--- config.mk ---
export PLATFORM = sky130hd
export DESIGN_NAME = bounded_indexed_list_engine_unit
export DESIGN_NICKNAME = d
export VERILOG_FILES = /design/src/sv/bile_pkg.sv /design/src/sv/bounded_indexed_list_engine_unit.sv /design/src/sv/bile_ctrl.sv /design/src/sv/bile_dp.sv
export SDC_FILE = /design/constraint.sdc
export NUM_CORES = 2
export LEC_CHECK = 0
export ABC_AREA = 1
export BUFFER_PORTS_ARGS = -buffer_cell sky130_fd_sc_hd__buf_2
export CAP_MARGIN = 20
export CORE_ASPECT_RATIO = 1.1
export CORE_MARGIN = 2
export CORE_UTILIZATION = 30
export CTS_CLUSTER_DIAMETER = 200
export DETAILED_ROUTE_END_ITERATION = 16
export GPL_ROUTABILITY_DRIVEN = 0
export HOLD_SLACK_MARGIN = 0.03
export SLEW_MARGIN = 25
export SYNTH_ARGS = -nofsm -noshare
export SYNTH_HDL_FRONTEND = slang
export SYNTH_SLANG_ARGS = --single-unit
--- constraint.sdc ---
create_clock -name clk -period 7.1 [get_ports clk]
set_clock_uncertainty 0.1 [all_clocks]
set_input_delay 0.71 -clock clk [delete_from_list [all_inputs] [get_ports clk]]
set_output_delay 0.71 -clock clk [all_outputs]
set_load 0.02 [all_outputs]
--- src/sv/bile_pkg.sv ---
// ----------------------------------------------------------------------------
// bile_pkg
// Shared types and constants for the bounded indexed list engine: operation
// codes, controller states and the command/status bundles.
// ----------------------------------------------------------------------------
package bile_pkg;

  localparam int MODE_W = 3;
  localparam int POS_W  = 6;
  localparam int DATA_W = 32;
  localparam int CNT_W  = 7;

  // capacity register reset value
  localparam logic [CNT_W-1:0] MAX_SIZE_RST = 7'd64;

  // operation codes
  localparam logic [MODE_W-1:0] MODE_APPEND = 3'd0;
  localparam logic [MODE_W-1:0] MODE_READ   = 3'd1;
  localparam logic [MODE_W-1:0] MODE_UPDATE = 3'd2;
  localparam logic [MODE_W-1:0] MODE_DELETE = 3'd3;
  localparam logic [MODE_W-1:0] MODE_CLEAR  = 3'd4;

  typedef enum logic [2:0] {
    ST_IDLE,
    ST_EXEC,
    ST_SHIFT_RD,
    ST_SHIFT_WR,
    ST_DONE
  } state_t;

  // controller to datapath
  typedef struct packed {
    logic latch_op;
    logic wr_append;
    logic wr_update;
    logic rd_pos;
    logic shift_start;
    logic shift_rd;
    logic shift_wr;
    logic dec_count;
    logic clear_count;
    logic set_ok;
    logic load_result;
  } cmd_t;

  // datapath to controller
  typedef struct packed {
    logic [MODE_W-1:0] mode;
    logic              append_ok;
    logic              in_range;
    logic              del_shift;
    logic              shift_more;
    logic              out_busy;
  } stat_t;

endpackage

--- src/sv/bounded_indexed_list_engine_unit.sv ---
// Each accepted input beat passes through the EXEC and DONE states; DONE loads the
// result register once no earlier result is pending. A delete adds a SHIFT_RD and
// SHIFT_WR pass for every entry behind the deleted position, moving one entry per
// pass through the entry memory. A new input beat is taken only back in IDLE.
// Reset clears the list to empty, sets max_size to 64 and drops out_valid;
// no clearing pass is needed, so the block is ready right after reset.
// ----------------------------------------------------------------------------
// bounded_indexed_list_engine_unit
// Ordered list of signed 32-bit values with append, read, update, delete and
// clear operations, one result beat per input beat.
// ----------------------------------------------------------------------------
module bounded_indexed_list_engine_unit #(
  parameter int DEPTH = 64
) (
  input  logic                                clk,
  input  logic                                rst,
  input  logic                                in_valid,
  output logic                                in_ready,
  input  logic [bile_pkg::MODE_W-1:0]         mode,
  input  logic [bile_pkg::POS_W-1:0]          position,
  input  logic signed [bile_pkg::DATA_W-1:0]  value,
  output logic                                out_valid,
  input  logic                                out_ready,
  output logic                                ok,
  output logic signed [bile_pkg::DATA_W-1:0]  read_value,
  output logic [bile_pkg::CNT_W-1:0]          count,
  output logic                                is_empty,
  output logic                                is_full,
  input  logic                                cfg_valid,
  output logic                                cfg_ready,
  input  logic [bile_pkg::CNT_W-1:0]          cfg_data
);

  bile_pkg::cmd_t  cmd;
  bile_pkg::stat_t stat;

  // capacity writes are always taken
  assign cfg_ready = 1'b1;

  // sequencer
  bile_ctrl u_ctrl (
    .clk      (clk),
    .rst      (rst),
    .in_valid (in_valid),
    .in_ready (in_ready),
    .stat     (stat),
    .cmd      (cmd)
  );

  // list storage and result register
  bile_dp #(
    .DEPTH (DEPTH)
  ) u_dp (
    .clk        (clk),
    .rst        (rst),
    .cmd        (cmd),
    .stat       (stat),
    .mode       (mode),
    .position   (position),
    .value      (value),
    .cfg_valid  (cfg_valid),
    .cfg_data   (cfg_data),
    .out_valid  (out_valid),
    .out_ready  (out_ready),
    .ok         (ok),
    .read_value (read_value),
    .count      (count),
    .is_empty   (is_empty),
    .is_full    (is_full)
  );

endmodule

--- src/sv/bile_ctrl.sv ---
// ----------------------------------------------------------------------------
// bile_ctrl
// Operation sequencer: takes one beat, decodes it against the datapath
// status and steps the datapath through the access and shift sequence.
// ----------------------------------------------------------------------------
module bile_ctrl (
  input  logic            clk,
  input  logic            rst,
  input  logic            in_valid,
  output logic            in_ready,
  input  bile_pkg::stat_t stat,
  output bile_pkg::cmd_t  cmd
);

  bile_pkg::state_t state;
  bile_pkg::state_t state_next;

  // state register
  always_ff @(posedge clk) begin
    if (rst) begin
      state <= bile_pkg::ST_IDLE;
    end else begin
      state <= state_next;
    end
  end

  // next state and commands
  always_comb begin
    state_next = state;
    cmd        = '0;
    in_ready   = 1'b0;
    case (state)
      bile_pkg::ST_IDLE: begin
        in_ready = 1'b1;
        if (in_valid) begin
          cmd.latch_op = 1'b1;
          state_next   = bile_pkg::ST_EXEC;
        end
      end
      bile_pkg::ST_EXEC: begin
        state_next = bile_pkg::ST_DONE;
        case (stat.mode)
          bile_pkg::MODE_APPEND: begin
            if (stat.append_ok) begin
              cmd.wr_append = 1'b1;
              cmd.set_ok    = 1'b1;
            end
          end
          bile_pkg::MODE_READ: begin
            if (stat.in_range) begin
              cmd.rd_pos = 1'b1;
              cmd.set_ok = 1'b1;
            end
          end
          bile_pkg::MODE_UPDATE: begin
            if (stat.in_range) begin
              cmd.wr_update = 1'b1;
              cmd.set_ok    = 1'b1;
            end
          end
          bile_pkg::MODE_DELETE: begin
            if (stat.in_range) begin
              cmd.set_ok = 1'b1;
              if (stat.del_shift) begin
                cmd.shift_start = 1'b1;
                state_next      = bile_pkg::ST_SHIFT_RD;
              end else begin
                cmd.dec_count = 1'b1;
              end
            end
          end
          bile_pkg::MODE_CLEAR: begin
            cmd.clear_count = 1'b1;
            cmd.set_ok      = 1'b1;
          end
          default: begin
          end
        endcase
      end
      bile_pkg::ST_SHIFT_RD: begin
        cmd.shift_rd = 1'b1;
        state_next   = bile_pkg::ST_SHIFT_WR;
      end
      bile_pkg::ST_SHIFT_WR: begin
        cmd.shift_wr = 1'b1;
        if (stat.shift_more) begin
          state_next = bile_pkg::ST_SHIFT_RD;
        end else begin
          cmd.dec_count = 1'b1;
          state_next    = bile_pkg::ST_DONE;
        end
      end
      bile_pkg::ST_DONE: begin
        if (!stat.out_busy) begin
          cmd.load_result = 1'b1;
          state_next      = bile_pkg::ST_IDLE;
        end
      end
      default: begin
        state_next = bile_pkg::ST_IDLE;
      end
    endcase
  end

endmodule

--- src/sv/bile_dp.sv ---
// ----------------------------------------------------------------------------
// bile_dp
// List datapath: entry memory, entry count, capacity register, shift index
// and the result register that drives the output channel.
// ----------------------------------------------------------------------------
module bile_dp #(
  parameter int DEPTH = 64
) (
  input  logic                                clk,
  input  logic                                rst,
  input  bile_pkg::cmd_t                      cmd,
  output bile_pkg::stat_t                     stat,
  input  logic [bile_pkg::MODE_W-1:0]         mode,
  input  logic [bile_pkg::POS_W-1:0]          position,
  input  logic signed [bile_pkg::DATA_W-1:0]  value,
  input  logic                                cfg_valid,
  input  logic [bile_pkg::CNT_W-1:0]          cfg_data,
  output logic                                out_valid,
  input  logic                                out_ready,
  output logic                                ok,
  output logic signed [bile_pkg::DATA_W-1:0]  read_value,
  output logic [bile_pkg::CNT_W-1:0]          count,
  output logic                                is_empty,
  output logic                                is_full
);

  localparam int AW      = (DEPTH > 1) ? $clog2(DEPTH) : 1;
  localparam int XW      = ((AW > bile_pkg::CNT_W) ? AW : bile_pkg::CNT_W) + 1;
  localparam int CAP_MAX = (DEPTH > 127) ? 127 : DEPTH;
  localparam logic [bile_pkg::CNT_W-1:0] CAP_LIM = bile_pkg::CNT_W'(CAP_MAX);

  logic [bile_pkg::DATA_W-1:0] mem [DEPTH];

  logic [bile_pkg::MODE_W-1:0] op_mode;
  logic [bile_pkg::POS_W-1:0]  op_pos;
  logic [bile_pkg::DATA_W-1:0] op_value;
  logic                        op_ok;
  logic [bile_pkg::CNT_W-1:0]  entry_count;
  logic [bile_pkg::CNT_W-1:0]  max_size;
  logic [AW-1:0]               idx;
  logic [bile_pkg::DATA_W-1:0] rdata;

  logic [bile_pkg::CNT_W-1:0]  cap;
  logic                        wr_en;
  logic [AW-1:0]               waddr;
  logic [bile_pkg::DATA_W-1:0] wdata;
  logic                        rd_en;
  logic [AW-1:0]               raddr;

  // effective capacity
  assign cap = (max_size > CAP_LIM) ? CAP_LIM : max_size;

  // status toward the controller
  always_comb begin
    stat.mode       = op_mode;
    stat.append_ok  = entry_count < cap;
    stat.in_range   = {1'b0, op_pos} < entry_count;
    stat.del_shift  = (XW'(op_pos) + XW'(1)) < XW'(entry_count);
    stat.shift_more = (XW'(idx) + XW'(2)) < XW'(entry_count);
    stat.out_busy   = out_valid && !out_ready;
  end

  // memory port selection
  always_comb begin
    wr_en = cmd.wr_append || cmd.wr_update || cmd.shift_wr;
    if (cmd.wr_append) begin
      waddr = AW'(entry_count);
    end else if (cmd.wr_update) begin
      waddr = AW'(op_pos);
    end else begin
      waddr = idx;
    end
    wdata = cmd.shift_wr ? rdata : op_value;
    rd_en = cmd.rd_pos || cmd.shift_rd;
    raddr = cmd.rd_pos ? AW'(op_pos) : AW'(idx + 1'b1);
  end

  // entry memory
  always_ff @(posedge clk) begin
    if (wr_en) begin
      mem[waddr] <= wdata;
    end
  end

  always_ff @(posedge clk) begin
    if (rd_en) begin
      rdata <= mem[raddr];
    end
  end

  // operation latch and shift index
  always_ff @(posedge clk) begin
    if (cmd.latch_op) begin
      op_mode  <= mode;
      op_pos   <= position;
      op_value <= value;
    end
    if (cmd.shift_start) begin
      idx <= AW'(op_pos);
    end else if (cmd.shift_wr) begin
      idx <= idx + 1'b1;
    end
  end

  // control registers
  always_ff @(posedge clk) begin
    if (rst) begin
      entry_count <= '0;
      max_size    <= bile_pkg::MAX_SIZE_RST;
      op_ok       <= 1'b0;
      out_valid   <= 1'b0;
    end else begin
      if (cfg_valid) begin
        max_size <= cfg_data;
      end
      if (cmd.latch_op) begin
        op_ok <= 1'b0;
      end else if (cmd.set_ok) begin
        op_ok <= 1'b1;
      end
      if (cmd.clear_count) begin
        entry_count <= '0;
      end else if (cmd.wr_append) begin
        entry_count <= entry_count + 1'b1;
      end else if (cmd.dec_count) begin
        entry_count <= entry_count - 1'b1;
      end
      if (cmd.load_result) begin
        out_valid <= 1'b1;
      end else if (out_ready) begin
        out_valid <= 1'b0;
      end
    end
  end

  // result beat payload
  always_ff @(posedge clk) begin
    if (cmd.load_result) begin
      ok         <= op_ok;
      read_value <= (op_ok && op_mode == bile_pkg::MODE_READ) ? $signed(rdata) : '0;
      count      <= entry_count;
      is_empty   <= entry_count == '0;
      is_full    <= entry_count >= cap;
    end
  end

`ifndef SYNTHESIS
  a_count_bound: assert property (@(posedge clk) disable iff (rst)
    int'(entry_count) <= DEPTH)
    else $error("entry count exceeds depth");

  a_load_free: assert property (@(posedge clk) disable iff (rst)
    cmd.load_result |-> !(out_valid && !out_ready))
    else $error("result loaded over a pending beat");

  a_one_write: assert property (@(posedge clk) disable iff (rst)
    $onehot0({cmd.wr_append, cmd.wr_update, cmd.shift_wr}))
    else $error("conflicting memory writes");

  a_shift_range: assert property (@(posedge clk) disable iff (rst)
    cmd.shift_wr |-> (XW'(idx) + XW'(1)) < XW'(entry_count))
    else $error("shift beyond the tail");

  a_read_zero: assert property (@(posedge clk) disable iff (rst)
    (out_valid && !ok) |-> read_value == '0)
    else $error("read value nonzero on a refused operation");
`endif

endmodule

==> reports/qor.yml <==
sta:
  max_freq_mhz: 189.4
  rsz0062_at_grt: "no"
  setup_viol: 0
  relSlewSlack_pct: 27.45
  min_period_ns: 5.281
  maxSlewViolCount: 0
  worst_slack_ns: 1.819
  final-hold-violation-count: 0
  tns_ns: 0
  worst_pin_slew_ns: 1.084
  hold_slack_ns: 0.1008
  finalCritPeriodShare_pct: 74.38
setup_path:
  r2r-start: "u_dp.max_size[2]"
  cp.required_ns: 7.54
  cp_top_family: "simple AND/OR/NAND/NOR gates"
  start_kind: "flip-flop"
  r2r.worst_path.cells: 15
  path_common_cell: "nand2_1"
  slowest_delay_ns: 0.99
  cp_max_fo: 26
  r2r_slack_ns: 1.82
  r2r_end: "u_dp.mem[63][22]"
  arrival_ns: 5.72
  critPathKind: "flip-flop to flip-flop"
  critical_path_buf_inv_count: 2
  cp_slowest_cell: "nor2_4"
  cp-end-kind: "flip-flop"
  cp_cell_sequence: "nor4_1, nand2_1, nand2_1, nand2_1, ha_1, a21oi_1, o21ai_0, nand3_1, nand2_1, nor4_1, o21ai_2, inv_1, nand3_1, nor2_4, buf_4"
clocking:
  cts.sink_count: 2188
  clockBufferDepth: 4
  cts_tree: "yes"
  cts_htree_levels: 4
  cts_resized: 0
  path_clk_slew_ns: 0.06
  clock_tree.root_cell: "clkbuf_16"
  ctsHoldBuffers: 46
  post-cts-setup-buffers: 0
  numCtsBuffers: 211
  insertion_delay_ns: 0.87
placement:
  port_buffers: 96
  placedCellCount: 13040
  place_hpwl_um: 151100
  pre_cts_ws_ns: 1.869
finish:
  fin_nets: 9244
  layout-drive-gt1-share_pct: 7.332
  fin_cells: 13460
  synthToLayoutAreaGrowth_pct: 14.16
  fill_cells: 30800
  utilization_pct: 34.41
synth:
  ys_ff_latch: 2188
  async_flop_share_pct: 0
  seq_area_frac_synth_pct: 69.04
  yosys_warnings: 0
  syn_area_sq_um: 94890
  ys_types: 41
  synth-edff-count: 2169
  avgSynthCellArea_sq_um: 10.45
  syn_inst: 9082
  ys.flop_type: "edfxtp_1"
  syn_nets: 9168
die:
  rows: 216
  die_area_sq_um: 320800
  dieHeight_um: 593.9
  ios: 98
  fp.dieW_um: 540.2
  core_area_sq_um: 314900
  initial_core_util_pct: 30.14
route:
  wl_per_cell_um: 19.70
  drt_first_pass_iters: 5
  drt_wl_total_um: 265100
  postRouteAntennaNets: 0
  drt_iter0_drc: 6658
  routed_via_density: 4.661
  remaining_drc_errors: 0
  vias: 62740
hold_path:
  holdPathStages: 3
  hp-class: "primary input to flip-flop"
  whs_endpoint: "u_dp.max_size[4]"
  hp-start: "cfg_data[4]"
status:
  outcome: "finished, final reports clean"
global_routing:
  grt_pass1_vias: 59270
  grt_max_degree: 167
  grt_overflow_total: 0
  grt_pass1_wl_um: 390800
  grt_antenna_before_repair: 5
  grt_usage_pct: 16.05
power:
  leakagePower_nw: 44.29
  worst_ir_drop_vdd_mv: 0.2146
  power_density_nw_per_um2: 239.2
flow_run:
  cap_violations: 0
[synthesized netlist by cell type (2+ instances only)]
| library cell | count | area share (%) |
|---|---|---|
| dfxtp_1 | 19 | 0.40 |
| a31oi_1 | 3 | 0.020 |
| buf_6 | 5 | 0.059 |
| clkbuf_1 | 109 | 0.43 |
| buf_2 | 307 | 1.6 |
| inv_2 | 4 | 0.016 |
| and3_1 | 2 | 0.013 |
| nand2_2 | 3 | 0.020 |
| nand2_1 | 2512 | 9.9 |
| ha_1 | 32 | 0.42 |
| nor4_1 | 4 | 0.026 |
| a21boi_0 | 2 | 0.016 |
| o21ai_1 | 3 | 0.016 |
| nand4_1 | 9 | 0.059 |
| a21o_1 | 2 | 0.016 |
| nand3_2 | 3 | 0.032 |
| xor2_1 | 10 | 0.092 |
| xnor2_1 | 2 | 0.018 |
| a21oi_1 | 24 | 0.13 |
| nor3_1 | 5 | 0.026 |
| nor2_1 | 136 | 0.54 |
| edfxtp_1 | 2169 | 69 |
| o211ai_1 | 2 | 0.016 |
| inv_1 | 1710 | 6.8 |
| o21ai_2 | 4 | 0.037 |
| nand3_1 | 1847 | 9.7 |
| o21ai_0 | 68 | 0.36 |
| nand3b_1 | 32 | 0.25 |
| buf_1 | 42 | 0.17 |
[worst max path at each step]
stage	from	cells past startpoint	end	slack, ns
after global placement	u_dp.max_size[2]	15	u_dp.mem[63][22]	1.85
after CTS	u_dp.max_size[2]	15	u_dp.mem[63][22]	1.84
after global routing	u_dp.max_size[2]	15	u_dp.mem[63][22]	1.50
after floorplan	out_ready	2	u_dp.count[0]	1.70
final	u_dp.max_size[2]	15	u_dp.mem[63][22]	1.82
after detailed placement	u_dp.max_size[2]	15	u_dp.mem[63][22]	1.87
[power breakdown]
group	leakage [nW]	internal (mW)	switching, mW
clock network	3.18	6.06	4.80
registers	19.7	14.3	0.0248
logic	21.4	0.154	0.598
total	44.3	20.5	5.43
[worst min-delay path, stage by stage]
cell    delay [ns]
buf_2         0.12
nor2_1        0.07
nor2_1        0.09
[routing by layer]
| metal | part of all wire [%] | track usage [%] | routed length [um] |
|---|---|---|---|
| met5 | 0 | 0 | 0 |
| met2 | 47 | 26.53 | 125200 |
| met4 | 4.7 | 7.399 | 12580 |
| met1 | 41 | 20.92 | 108400 |
| met3 | 7.2 | 2.063 | 18970 |
[cell families (layout without fill, tap and decap cells)]
| family | count (synthesis) | after routing | synth area share [%] |
|---|---|---|---|
| AO/OA/AOI/OAI | 112 | 112 | 0.6395 |
| XOR/XNOR | 12 | 12 | 0.1108 |
| adder cells (fa/ha/maj) | 33 | 33 | 0.4430 |
| buffers and inverters | 2178 | 2411 | 9.064 |
| flip-flops | 2188 | 2188 | 69.04 |
| other | 1 | 4 | 0.003952 |
| AND/OR/NAND/NOR | 4558 | 4558 | 20.70 |
[state kept, by name, indices dropped and copies added (netlist names), 6 cells and up]
name and flops:
u_dp.mem 2048, u_dp.op_value 32, u_dp.rdata 32, u_dp.read_value 32, u_dp.count 7, u_dp.entry_count 7
u_dp.max_size 7, u_dp.idx 6, u_dp.op_pos 6
[stage by stage]
| stage | power, mW | cell area (sq um) |
|---|---|---|
| 6_report | 25.92 | 108300 |
| 5_1_grt | 26.58 | 108300 |
| 4_1_cts | 26.07 | 108300 |
| 3_5_place_dp | 15.30 | 101400 |
| 3_3_place_gp | 15.30 | 101000 |
| 2_1_floorplan | 14.95 | 94890 |
[cells in the final DEF, fill, tap and decap left out, types with 5 or more instances in the layout]
cell	instances
nand2_1	2509
edfxtp_1	2169
nand3_1	1846
inv_1	1708
clkbuf_16	215
buf_4	137
buf_2	96
nor2_1	72
nor2_4	65
clkinv_1	49
dlygate4sd3_1	46
clkbuf_1	43
buf_12	41
clkinv_2	38
o21ai_4	37
o21ai_0	34
nand3b_1	32
ha_1	32
a21oi_1	24
dfxtp_1	19
bufinv_16	15
xor2_1	10
nand4_1	9
buf_16	6
nor3_1	5
[cell type report]
cell class	instances	area, sq um	area share [%]
clock inverter	112	937.1	0.8651
multi-input combinational	4716	21730	20.06
clock buffer	258	5542	5.115
antenna	3	7.507	0.006930
inverter	1714	6447	5.952
sequential	2188	65510	60.48
timing repair buffer	327	2970	2.742
tap	4142	5182	4.784
No activity file was read; power rests on OpenSTA's default activity.
